### src/sv/sirs_pkg.sv
// ----------------------------------------------------------------------------
// sirs_pkg: shared types and constants for the radix symbol converter
// Register map, alphabet limits, divider step size and the configuration
// bundle that travels from the register file to the front and back parts.
// ----------------------------------------------------------------------------
package sirs_pkg;

  // Parameter defaults
  localparam int DEF_MAX_RADIX  = 16;
  localparam int DEF_VALUE_BITS = 32;

  // Configuration port
  localparam int APB_AW = 5;
  localparam int APB_DW = 64;

  typedef enum logic [1:0] {
    REG_RADIX   = 2'd0,
    REG_SYM_LO  = 2'd1,
    REG_SYM_HI  = 2'd2
  } reg_idx_e;

  // Alphabet
  localparam int RAD_W     = 5;
  localparam int SYM_W     = 8;
  localparam int NUM_SYM   = 16;
  localparam int SYM_IDX_W = 4;

  localparam logic [SYM_W-1:0] CH_PLUS  = 8'h2B;
  localparam logic [SYM_W-1:0] CH_MINUS = 8'h2D;
  localparam logic [SYM_W-1:0] CH_FIRST = 8'd33;
  localparam logic [SYM_W-1:0] CH_LAST  = 8'd126;

  // Quotient bits resolved per divider cycle
  localparam int STEP_BITS = 8;

  // Command queue between front and back
  localparam int CMDQ_DEPTH = 2;

  typedef logic [NUM_SYM-1:0][SYM_W-1:0] sym_tab_t;

  typedef struct packed {
    logic [RAD_W-1:0] radix;
    sym_tab_t         syms;
    logic             alpha_ok;
  } cfg_t;

endpackage

### src/sv/sirs_cfg.sv
// ----------------------------------------------------------------------------
// sirs_cfg: configuration registers and alphabet check
// APB-style register file for radix and symbol bytes, plus the validity
// check of the alphabet currently in use.
// ----------------------------------------------------------------------------
module sirs_cfg #(
  parameter int MAX_RADIX = sirs_pkg::DEF_MAX_RADIX
) (
  input  logic                        clk_i,
  input  logic                        rst_ni,
  input  logic                        psel,
  input  logic                        penable,
  input  logic                        pwrite,
  input  logic [sirs_pkg::APB_AW-1:0] paddr,
  input  logic [sirs_pkg::APB_DW-1:0] pwdata,
  output logic [sirs_pkg::APB_DW-1:0] prdata,
  output logic                        pready,
  output sirs_pkg::cfg_t              cfg_o
);
  import sirs_pkg::*;

  logic [RAD_W-1:0]  radix_q;
  logic [APB_DW-1:0] sym_lo_q;
  logic [APB_DW-1:0] sym_hi_q;
  sym_tab_t          syms;
  reg_idx_e          reg_idx;
  logic              wr_en;
  logic              alpha_ok;

  assign pready  = 1'b1;
  assign reg_idx = reg_idx_e'(paddr[APB_AW-1:3]);
  assign wr_en   = psel && penable && pwrite && pready;
  assign syms    = {sym_hi_q, sym_lo_q};

  always_ff @(posedge clk_i or negedge rst_ni) begin
    if (!rst_ni) begin
      radix_q  <= '0;
      sym_lo_q <= '0;
      sym_hi_q <= '0;
    end else if (wr_en) begin
      unique case (reg_idx)
        REG_RADIX:  radix_q  <= pwdata[RAD_W-1:0];
        REG_SYM_LO: sym_lo_q <= pwdata;
        REG_SYM_HI: sym_hi_q <= pwdata;
        default: ;
      endcase
    end
  end

  always_comb begin
    unique case (reg_idx)
      REG_RADIX:  prdata = APB_DW'(radix_q);
      REG_SYM_LO: prdata = sym_lo_q;
      REG_SYM_HI: prdata = sym_hi_q;
      default:    prdata = '0;
    endcase
  end

  // Only the first radix symbols count: printable, no sign chars, no repeats
  always_comb begin
    alpha_ok = (radix_q >= RAD_W'(2)) && (radix_q <= RAD_W'(MAX_RADIX));
    for (int i = 0; i < MAX_RADIX; i++) begin
      if (RAD_W'(i) < radix_q) begin
        if (syms[i] < CH_FIRST || syms[i] > CH_LAST ||
            syms[i] == CH_PLUS || syms[i] == CH_MINUS) begin
          alpha_ok = 1'b0;
        end
        for (int j = i + 1; j < MAX_RADIX; j++) begin
          if (RAD_W'(j) < radix_q && syms[i] == syms[j]) begin
            alpha_ok = 1'b0;
          end
        end
      end
    end
  end

  assign cfg_o.radix    = radix_q;
  assign cfg_o.syms     = syms;
  assign cfg_o.alpha_ok = alpha_ok;

endmodule

### src/sv/sirs_front.sv
// ----------------------------------------------------------------------------
// sirs_front: input stage
// Takes items, drops them when the alphabet is invalid, splits the value
// into sign and magnitude and holds the result for the command queue.
// ----------------------------------------------------------------------------
module sirs_front #(
  parameter int VALUE_BITS = sirs_pkg::DEF_VALUE_BITS
) (
  input  logic                         clk_i,
  input  logic                         rst_ni,
  input  logic                         push,
  output logic                         full,
  input  logic signed [VALUE_BITS-1:0] value_i,
  input  logic                         alpha_ok_i,
  output logic                         cmd_valid_o,
  output logic [VALUE_BITS:0]          cmd_o,
  input  logic                         cmd_ready_i
);
  logic                  stg_valid_q;
  logic [VALUE_BITS:0]   stg_cmd_q;
  logic [VALUE_BITS-1:0] value_u;
  logic [VALUE_BITS-1:0] mag;
  logic                  neg;
  logic                  accept;

  assign value_u = value_i;
  assign neg     = value_u[VALUE_BITS-1];
  // Most negative value maps onto itself, which is its true unsigned magnitude
  assign mag     = neg ? (~value_u + VALUE_BITS'(1)) : value_u;

  assign full   = stg_valid_q && !cmd_ready_i;
  assign accept = push && !full;

  always_ff @(posedge clk_i or negedge rst_ni) begin
    if (!rst_ni) begin
      stg_valid_q <= 1'b0;
      stg_cmd_q   <= '0;
    end else if (accept) begin
      stg_valid_q <= alpha_ok_i;
      stg_cmd_q   <= {neg, mag};
    end else if (cmd_ready_i) begin
      stg_valid_q <= 1'b0;
    end
  end

  assign cmd_valid_o = stg_valid_q;
  assign cmd_o       = stg_cmd_q;

endmodule

### src/sv/sirs_cmdq.sv
// ----------------------------------------------------------------------------
// sirs_cmdq: command queue
// Short FIFO of classified items between the front and back parts.
// ----------------------------------------------------------------------------
module sirs_cmdq #(
  parameter int WIDTH = sirs_pkg::DEF_VALUE_BITS + 1
) (
  input  logic             clk_i,
  input  logic             rst_ni,
  input  logic             wr_valid_i,
  output logic             wr_ready_o,
  input  logic [WIDTH-1:0] wr_data_i,
  output logic             rd_valid_o,
  input  logic             rd_pop_i,
  output logic [WIDTH-1:0] rd_data_o
);
  import sirs_pkg::*;

  localparam int PTR_W = (CMDQ_DEPTH > 1) ? $clog2(CMDQ_DEPTH) : 1;
  localparam int CNT_W = $clog2(CMDQ_DEPTH + 1);

  logic [WIDTH-1:0] slot_q [CMDQ_DEPTH];
  logic [PTR_W-1:0] wr_ptr_q;
  logic [PTR_W-1:0] rd_ptr_q;
  logic [CNT_W-1:0] cnt_q;
  logic             do_wr;
  logic             do_rd;

  assign wr_ready_o = cnt_q != CNT_W'(CMDQ_DEPTH);
  assign rd_valid_o = cnt_q != '0;
  assign do_wr      = wr_valid_i && wr_ready_o;
  assign do_rd      = rd_pop_i && rd_valid_o;
  assign rd_data_o  = slot_q[rd_ptr_q];

  always_ff @(posedge clk_i) begin
    if (do_wr) begin
      slot_q[wr_ptr_q] <= wr_data_i;
    end
  end

  always_ff @(posedge clk_i or negedge rst_ni) begin
    if (!rst_ni) begin
      wr_ptr_q <= '0;
      rd_ptr_q <= '0;
      cnt_q    <= '0;
    end else begin
      if (do_wr) begin
        wr_ptr_q <= (wr_ptr_q == PTR_W'(CMDQ_DEPTH - 1)) ? '0 : wr_ptr_q + PTR_W'(1);
      end
      if (do_rd) begin
        rd_ptr_q <= (rd_ptr_q == PTR_W'(CMDQ_DEPTH - 1)) ? '0 : rd_ptr_q + PTR_W'(1);
      end
      if (do_wr && !do_rd) begin
        cnt_q <= cnt_q + CNT_W'(1);
      end else if (do_rd && !do_wr) begin
        cnt_q <= cnt_q - CNT_W'(1);
      end
    end
  end

endmodule

### src/sv/sirs_back.sv
// ----------------------------------------------------------------------------
// sirs_back: digit engine and symbol emitter
// Iterative divider peels digits into a stack, then the stack is read back
// most significant first and mapped through the alphabet.
// ----------------------------------------------------------------------------
module sirs_back #(
  parameter int MAX_RADIX  = sirs_pkg::DEF_MAX_RADIX,
  parameter int VALUE_BITS = sirs_pkg::DEF_VALUE_BITS
) (
  input  logic                       clk_i,
  input  logic                       rst_ni,
  input  logic                       cmd_valid_i,
  input  logic [VALUE_BITS:0]        cmd_i,
  output logic                       cmd_pop_o,
  input  sirs_pkg::cfg_t             cfg_i,
  output logic                       res_empty_o,
  input  logic                       res_pop_i,
  output logic [sirs_pkg::SYM_W-1:0] symbol_o,
  output logic                       last_o
);
  import sirs_pkg::*;

  localparam int DIG_W   = (MAX_RADIX > 2) ? $clog2(MAX_RADIX) : 1;
  localparam int DIV_CYC = (VALUE_BITS + STEP_BITS - 1) / STEP_BITS;
  localparam int DIV_W   = DIV_CYC * STEP_BITS;
  localparam int CYC_W   = (DIV_CYC > 1) ? $clog2(DIV_CYC) : 1;
  localparam int IDX_W   = $clog2(VALUE_BITS);
  localparam int CMP_W   = RAD_W + 1;

  typedef enum logic [2:0] {
    ST_IDLE,
    ST_DIV,
    ST_SIGN,
    ST_READ,
    ST_EMIT
  } state_e;

  state_e           state_q;
  logic [DIV_W-1:0] div_q;
  logic [DIV_W-1:0] div_d;
  logic [DIG_W-1:0] rem_q;
  logic [DIG_W-1:0] rem_d;
  logic [CYC_W-1:0] cyc_q;
  logic [IDX_W-1:0] idx_q;
  logic             neg_q;
  logic             out_valid_q;
  logic [SYM_W-1:0] out_sym_q;
  logic             out_last_q;

  logic [DIG_W-1:0] stack_mem [VALUE_BITS];
  logic [DIG_W-1:0] rd_q;

  logic             slot_free;
  logic             out_load;
  logic             digit_done;
  logic             div_done;
  logic             stack_wr;
  logic             stack_rd;

  // Restoring division, STEP_BITS quotient bits per cycle; quotient shifts
  // into div_q from the bottom as the dividend leaves at the top
  always_comb begin
    logic [DIV_W-1:0] d;
    logic [DIG_W-1:0] r;
    logic [CMP_W-1:0] trial;
    d = div_q;
    r = rem_q;
    for (int k = 0; k < STEP_BITS; k++) begin
      trial = CMP_W'({r, d[DIV_W-1]});
      if (trial >= CMP_W'(cfg_i.radix)) begin
        r = DIG_W'(trial - CMP_W'(cfg_i.radix));
        d = {d[DIV_W-2:0], 1'b1};
      end else begin
        r = trial[DIG_W-1:0];
        d = {d[DIV_W-2:0], 1'b0};
      end
    end
    div_d = d;
    rem_d = r;
  end

  assign slot_free  = !out_valid_q || res_pop_i;
  assign out_load   = slot_free && ((state_q == ST_SIGN) || (state_q == ST_EMIT));
  assign digit_done = cyc_q == CYC_W'(DIV_CYC - 1);
  assign div_done   = (div_d == '0) || (idx_q == IDX_W'(VALUE_BITS - 1));
  assign stack_wr   = (state_q == ST_DIV) && digit_done;
  assign stack_rd   = state_q == ST_READ;
  assign cmd_pop_o  = (state_q == ST_IDLE) && cmd_valid_i;

  always_ff @(posedge clk_i) begin
    if (stack_wr) begin
      stack_mem[idx_q] <= rem_d;
    end
    if (stack_rd) begin
      rd_q <= stack_mem[idx_q];
    end
  end

  always_ff @(posedge clk_i or negedge rst_ni) begin
    if (!rst_ni) begin
      state_q     <= ST_IDLE;
      div_q       <= '0;
      rem_q       <= '0;
      cyc_q       <= '0;
      idx_q       <= '0;
      neg_q       <= 1'b0;
      out_valid_q <= 1'b0;
      out_sym_q   <= '0;
      out_last_q  <= 1'b0;
    end else begin
      // Result register refills on the same edge it is popped
      if (out_load) begin
        out_valid_q <= 1'b1;
      end else if (res_pop_i) begin
        out_valid_q <= 1'b0;
      end
      unique case (state_q)
        ST_IDLE: begin
          if (cmd_valid_i) begin
            div_q   <= DIV_W'(cmd_i[VALUE_BITS-1:0]);
            neg_q   <= cmd_i[VALUE_BITS];
            rem_q   <= '0;
            cyc_q   <= '0;
            idx_q   <= '0;
            state_q <= ST_DIV;
          end
        end
        ST_DIV: begin
          div_q <= div_d;
          if (digit_done) begin
            rem_q <= '0;
            cyc_q <= '0;
            if (div_done) begin
              state_q <= neg_q ? ST_SIGN : ST_READ;
            end else begin
              idx_q <= idx_q + IDX_W'(1);
            end
          end else begin
            rem_q <= rem_d;
            cyc_q <= cyc_q + CYC_W'(1);
          end
        end
        ST_SIGN: begin
          if (slot_free) begin
            out_sym_q   <= CH_MINUS;
            out_last_q  <= 1'b0;
            state_q     <= ST_READ;
          end
        end
        ST_READ: begin
          state_q <= ST_EMIT;
        end
        ST_EMIT: begin
          if (slot_free) begin
            out_sym_q   <= cfg_i.syms[SYM_IDX_W'(rd_q)];
            out_last_q  <= idx_q == '0;
            if (idx_q == '0) begin
              state_q <= ST_IDLE;
            end else begin
              idx_q   <= idx_q - IDX_W'(1);
              state_q <= ST_READ;
            end
          end
        end
        default: state_q <= ST_IDLE;
      endcase
    end
  end

  assign res_empty_o = !out_valid_q;
  assign symbol_o    = out_sym_q;
  assign last_o      = out_last_q;

endmodule

### src/sv/signed_integer_to_radix_symbols_core.sv
// ----------------------------------------------------------------------------
// signed_integer_to_radix_symbols_core: signed integer to radix text
// Converts a signed value into its text in a configured radix and alphabet:
// optional minus sign, then digits most significant first, last marked.
// ----------------------------------------------------------------------------
//
//  channel   direction  handshake                 payload
//  --------  ---------  ------------------------  -----------------------------
//  input     in         push / full               value_i
//  result    out        empty / pop               symbol_o, last_o
//  config    in/out     psel, penable, pwrite,    paddr, pwdata, prdata
//                       pready (always high)      (radix @0, sym lo @8, hi @16)
//
//  Divider: resolves 8 quotient bits per cycle; each digit goes into the digit
//  stack memory, and every digit is read back from it through a registered
//  read state (ST_READ) before its symbol is emitted, after an optional minus.
//  Reset: asynchronous, active low; registers clear to zero, radix 0 means an
//  invalid alphabet, so items are taken and dropped until configured.
//  Stalls: front stage plus a two-entry command queue keep taking items while
//  the back part converts; a held result stalls the back part, then the queue and front.
//
module signed_integer_to_radix_symbols_core #(
  parameter int MAX_RADIX  = sirs_pkg::DEF_MAX_RADIX,
  parameter int VALUE_BITS = sirs_pkg::DEF_VALUE_BITS
) (
  input  logic                         clk_i,
  input  logic                         rst_ni,
  // input items
  input  logic                         push,
  output logic                         full,
  input  logic signed [VALUE_BITS-1:0] value_i,
  // result items
  output logic                         empty,
  input  logic                         pop,
  output logic [sirs_pkg::SYM_W-1:0]   symbol_o,
  output logic                         last_o,
  // configuration
  input  logic                         psel,
  input  logic                         penable,
  input  logic                         pwrite,
  input  logic [sirs_pkg::APB_AW-1:0]  paddr,
  input  logic [sirs_pkg::APB_DW-1:0]  pwdata,
  output logic [sirs_pkg::APB_DW-1:0]  prdata,
  output logic                         pready
);
  import sirs_pkg::*;

  cfg_t                cfg;
  logic                fr_valid;
  logic [VALUE_BITS:0] fr_cmd;
  logic                q_ready;
  logic                q_valid;
  logic [VALUE_BITS:0] q_cmd;
  logic                q_pop;

  // Registers and the alphabet check (combinational from the registers; the user
  // must change them only while the block is idle, which the block does not enforce)
  sirs_cfg #(
    .MAX_RADIX (MAX_RADIX)
  ) u_cfg (
    .clk_i   (clk_i),
    .rst_ni  (rst_ni),
    .psel    (psel),
    .penable (penable),
    .pwrite  (pwrite),
    .paddr   (paddr),
    .pwdata  (pwdata),
    .prdata  (prdata),
    .pready  (pready),
    .cfg_o   (cfg)
  );

  // Front: accept, drop on bad alphabet, split sign and magnitude
  sirs_front #(
    .VALUE_BITS (VALUE_BITS)
  ) u_front (
    .clk_i       (clk_i),
    .rst_ni      (rst_ni),
    .push        (push),
    .full        (full),
    .value_i     (value_i),
    .alpha_ok_i  (cfg.alpha_ok),
    .cmd_valid_o (fr_valid),
    .cmd_o       (fr_cmd),
    .cmd_ready_i (q_ready)
  );

  // Decoupling queue: {negative, magnitude}
  sirs_cmdq #(
    .WIDTH (VALUE_BITS + 1)
  ) u_cmdq (
    .clk_i      (clk_i),
    .rst_ni     (rst_ni),
    .wr_valid_i (fr_valid),
    .wr_ready_o (q_ready),
    .wr_data_i  (fr_cmd),
    .rd_valid_o (q_valid),
    .rd_pop_i   (q_pop),
    .rd_data_o  (q_cmd)
  );

  // Back: digit extraction, stack, symbol emission into the result register
  sirs_back #(
    .MAX_RADIX  (MAX_RADIX),
    .VALUE_BITS (VALUE_BITS)
  ) u_back (
    .clk_i       (clk_i),
    .rst_ni      (rst_ni),
    .cmd_valid_i (q_valid),
    .cmd_i       (q_cmd),
    .cmd_pop_o   (q_pop),
    .cfg_i       (cfg),
    .res_empty_o (empty),
    .res_pop_i   (pop),
    .symbol_o    (symbol_o),
    .last_o      (last_o)
  );

endmodule

### config.mk
export PLATFORM = sky130hd
export DESIGN_NAME = signed_integer_to_radix_symbols_core
export DESIGN_NICKNAME = d
export VERILOG_FILES = /design/src/sv/sirs_pkg.sv /design/src/sv/sirs_cfg.sv /design/src/sv/sirs_front.sv /design/src/sv/sirs_cmdq.sv /design/src/sv/sirs_back.sv /design/src/sv/signed_integer_to_radix_symbols_core.sv
export SDC_FILE = /design/constraint.sdc
export NUM_CORES = 2
export LEC_CHECK = 0
export ABC_AREA = 1
export BUFFER_PORTS_ARGS = -buffer_cell sky130_fd_sc_hd__buf_2
export CAP_MARGIN = 20
export CORE_AREA = 2 2 353 355
export CTS_CLUSTER_DIAMETER = 150
export DETAILED_ROUTE_END_ITERATION = 10
export DIE_AREA = 0 0 355 357
export GPL_TIMING_DRIVEN = 0
export PLACE_DENSITY = 0.42
export SYNTH_ARGS = -nofsm -noshare
export SYNTH_HDL_FRONTEND = slang
export SYNTH_HIERARCHICAL = 1
export SYNTH_SLANG_ARGS = --single-unit
### constraint.sdc
create_clock -name clk_i -period 9.7 [get_ports clk_i]
set_clock_uncertainty 0.05 [all_clocks]
set_input_delay 0.97 -clock clk_i [delete_from_list [all_inputs] [get_ports clk_i]]
set_output_delay 0.97 -clock clk_i [all_outputs]
set_load 0.02 [all_outputs]
==> results.md <==
- Status: finished, final reports clean
- Critical Path Sink Type: register
- Largest net degree at the start of global routing: 82
- CTS tree: built
- Most frequent cells after synthesis: nand2_1, nor2_1, buf_2, o21ai_0, inv_1
- HP Class: primary input to async pin
- Clk sinks: 426
- Fin crit share: 0.961
- Critical Path RT: 10010 ps
- Cts bufs inserted: between 40 and 50
- All-Layer GR Usage: 0.459
- Crit path launch type: register
- Final #Nets: ~6000
- Remaining DRCs: 0
- Wire per inst: 39.8 um
- First-pass GRT wire length: 389000 um
- Drt initial violations: 6210
- Die area: ~130000 um2
- Filler cells: 13600
- 1st-pass router iterations: 7
- Worst EP arrival: 9630 ps
- Worst-Margin Slew: 1390 ps
- Num rows: roughly 130
- Synth Net Count: roughly 5700
- Tmin final: 9320 ps
- Top_reg_cell synth: dfrtp_1
- Cell family with most CP delay: simple AND/OR/NAND/NOR gates
- GP Congestion: 1.10
- Die height: 357 um
- Max-slew violations: 0
- Initial antenna violation count: 35
- Share of async-settable or async-resettable flops after synthesis: 0.535
- Starting density of the core: 0.298
- Setup TNS: 0 ps
- Yosys Warn Count: 6
- Gate Count Post-Synth: 5536
- Via count: 45500
- Most common cell on crit path: nand2_2
- Hold buffers post-CTS: 0
- Post-synth top area cell: nand2_1
- Clk buf depth: 3
- Slowest cell on crit path: dfrtp_4
- Critical path buffer and inverter count: 19
- Syn_area_per_cell: 6.61 um2
- Post-synthesis register bit count: 426
- Vias/cell: 6.01
- Top cells by area, synth: nand2_1, edfxtp_1, dfrtp_1, nor2_1, xnor2_1
- Synth top area share: 0.202
- Final Hold Viols: 0
- # setup viols final: 0
- Final hold slack: 290 ps
- Skew-Pair Late Insertion Delay: 630 ps
- Fmax: 0.107 GHz
- IO Port Bufs: between 150 and 200
- Seq/Total Area, Yosys: 0.318
- Vias in the first global route: 41200
- Post-synth EDFFs: 198
- Top-level I/O count: 184
- Layout cells sized above 1: 0.163
- Crit-path max FO: 7
- PD cells: approximately 520 nW/um2
- Post-route ant nets: 0
- Cell Area, Synth: 36600 um2
- H-tree levels: 2
- Count leader, synth: nand2_1
- Slew headroom: 0.0660
- Lkg Pwr: about 19 nW
- Worst vdd rail ir drop: 0.895 mV
- Number of library cell types mapped by synthesis: slightly below 60
- Max Cap Viol: 0
- Die Width: roughly 360 um
- Clock slew at reported path FFs: about 70 ps
- Final WL: roughly 300000 um
- Slowest stage delay, CP: 430 ps
- Core area: 123000 um2
- CTS Root Cell: clkbuf_16
- Final HPWL DP: ~210000 um
- Crit Path Class: register to register
- GRT Residual Overflow: 0
- P&R area growth vs syn: 18.2%
[registers in the layout (all words and copies together) (netlist names), 8 cells and up]
name,cells
u_back/div_q,32
u_front/cmd_o,33
u_back/stack_mem,128
u_cmdq/slot_q,66
u_cfg/sym_hi_q,64
u_cfg/sym_lo_q,64
u_back/symbol_o,8
[worst reg2reg max path, delay by kind of cell, from the launching register on]
| kind | cells | cell delay, ps |
|---|---|---|
| fa+ha+maj | 8 | 2140 |
| simple gates | 38 | 3430 |
| buf+inv | 19 | 1900 |
| compound gates | 7 | 1050 |
| flops | 1 | 430 |
[layer usage]
layer  vias up  global-route usage  share of wire
li1      18600                   -              -
met1     22200               0.545           0.37
met2      3611               0.679           0.42
met3      1062               0.159           0.12
met4        20               0.357          0.093
met5         -                   0        0.00044
[placed cells by master, fill, tap and decap left out, types with 15 or more instances in the layout]
cell,instances
xor2_1,172
o22ai_1,133
nand2_4,16
o221ai_1,25
nor2_1,621
diode_2,30
inv_2,37
nor2_4,15
buf_6,17
ha_1,27
inv_1,242
clkbuf_1,91
nand3_1,252
o21ai_0,279
clkinv_1,28
buf_2,509
xnor2_1,232
dfrtp_1,224
ha_4,19
a21oi_1,116
edfxtp_1,198
clkbuf_16,51
nor3_1,59
nand2_1,1911
buf_1,15
o211ai_1,29
buf_4,75
a22oi_1,57
nand2_2,73
nand4_1,177
[power breakdown]
| group | total (mW) | internal [mW] | switching, mW | leakage [nW] |
|---|---|---|---|---|
| clock network | 1.94 | 1.13 | 0.816 | 0.812 |
| logic | 16.5 | 5.70 | 10.8 | 14.0 |
| registers | 4.13 | 3.84 | 0.285 | 4.56 |
| total | 22.5 | 10.7 | 11.9 | 19.3 |
[through the flow]
step	power (mW)	cell area [um2]	utilization	setup WS (ps)	std cells
final	22.5	43300	0.352	380	7566
after global routing	23.3	43200	0.351	-147	7538
after CTS	14.7	42400	0.345	2.57	7506
after detailed placement	15.6	40000	0.325	-3740	7371
after global placement	14.3	39600	0.322	-3740	7352
after floorplan	10.4	36600	-	187	5536
[kinds of logic (layout without fill, tap and decap cells)]
kind of cell,after synthesis,count (layout),share of synthesized area
fa+ha+maj,55,55,0.0206
flops,426,426,0.318
xor+xnor,404,404,0.0967
other cells,1,31,0.000102
simple gates,3171,3171,0.355
compound gates,703,704,0.114
buf+inv,776,1138,0.0960
[final cells by class]
class / instances / area [um2] / share of cell area
multi-input combinational: 4335 / 22300 / 0.514
sequential: 426 / 11700 / 0.269
buffer: 459 / 2320 / 0.0537
tap: 1637 / 2050 / 0.0473
timing repair buffer: 271 / 2040 / 0.0471
clock buffer: 74 / 1420 / 0.0328
inverter: 317 / 1230 / 0.0284
clock inverter: 16 / 233 / 0.00538
antenna: 30 / 75.1 / 0.00173
timing repair inverter: 1 / 7.51 / 0.000173
[timing repair]
action | 4_1_cts | 5_1_grt
gates resized for setup | 81 | 139
gates cloned | 3 | 2
pin swaps | 22 | 73
endpoints found under the setup margin | 141 | 140
buffers inserted | 42 | 25
[worst paths after layout]
check,startpoint,end,slack [ps],cells after the start
max,u_cfg/radix_q[3],u_back/stack_mem[1][3],380,72
min,rst_ni,u_back/div_q[29],290,1
max reg2reg,u_cfg/radix_q[3],u_back/stack_mem[1][3],380,72
min reg2reg,u_front/cmd_o[12],u_cmdq/slot_q[0][12],420,0
max in group asynchronous,rst_ni,u_cfg/sym_hi_q[31],7950,3
min in group clk_i,u_front/cmd_o[12],u_cmdq/slot_q[0][12],420,0
No activity file was read; power rests on OpenSTA's default activity.
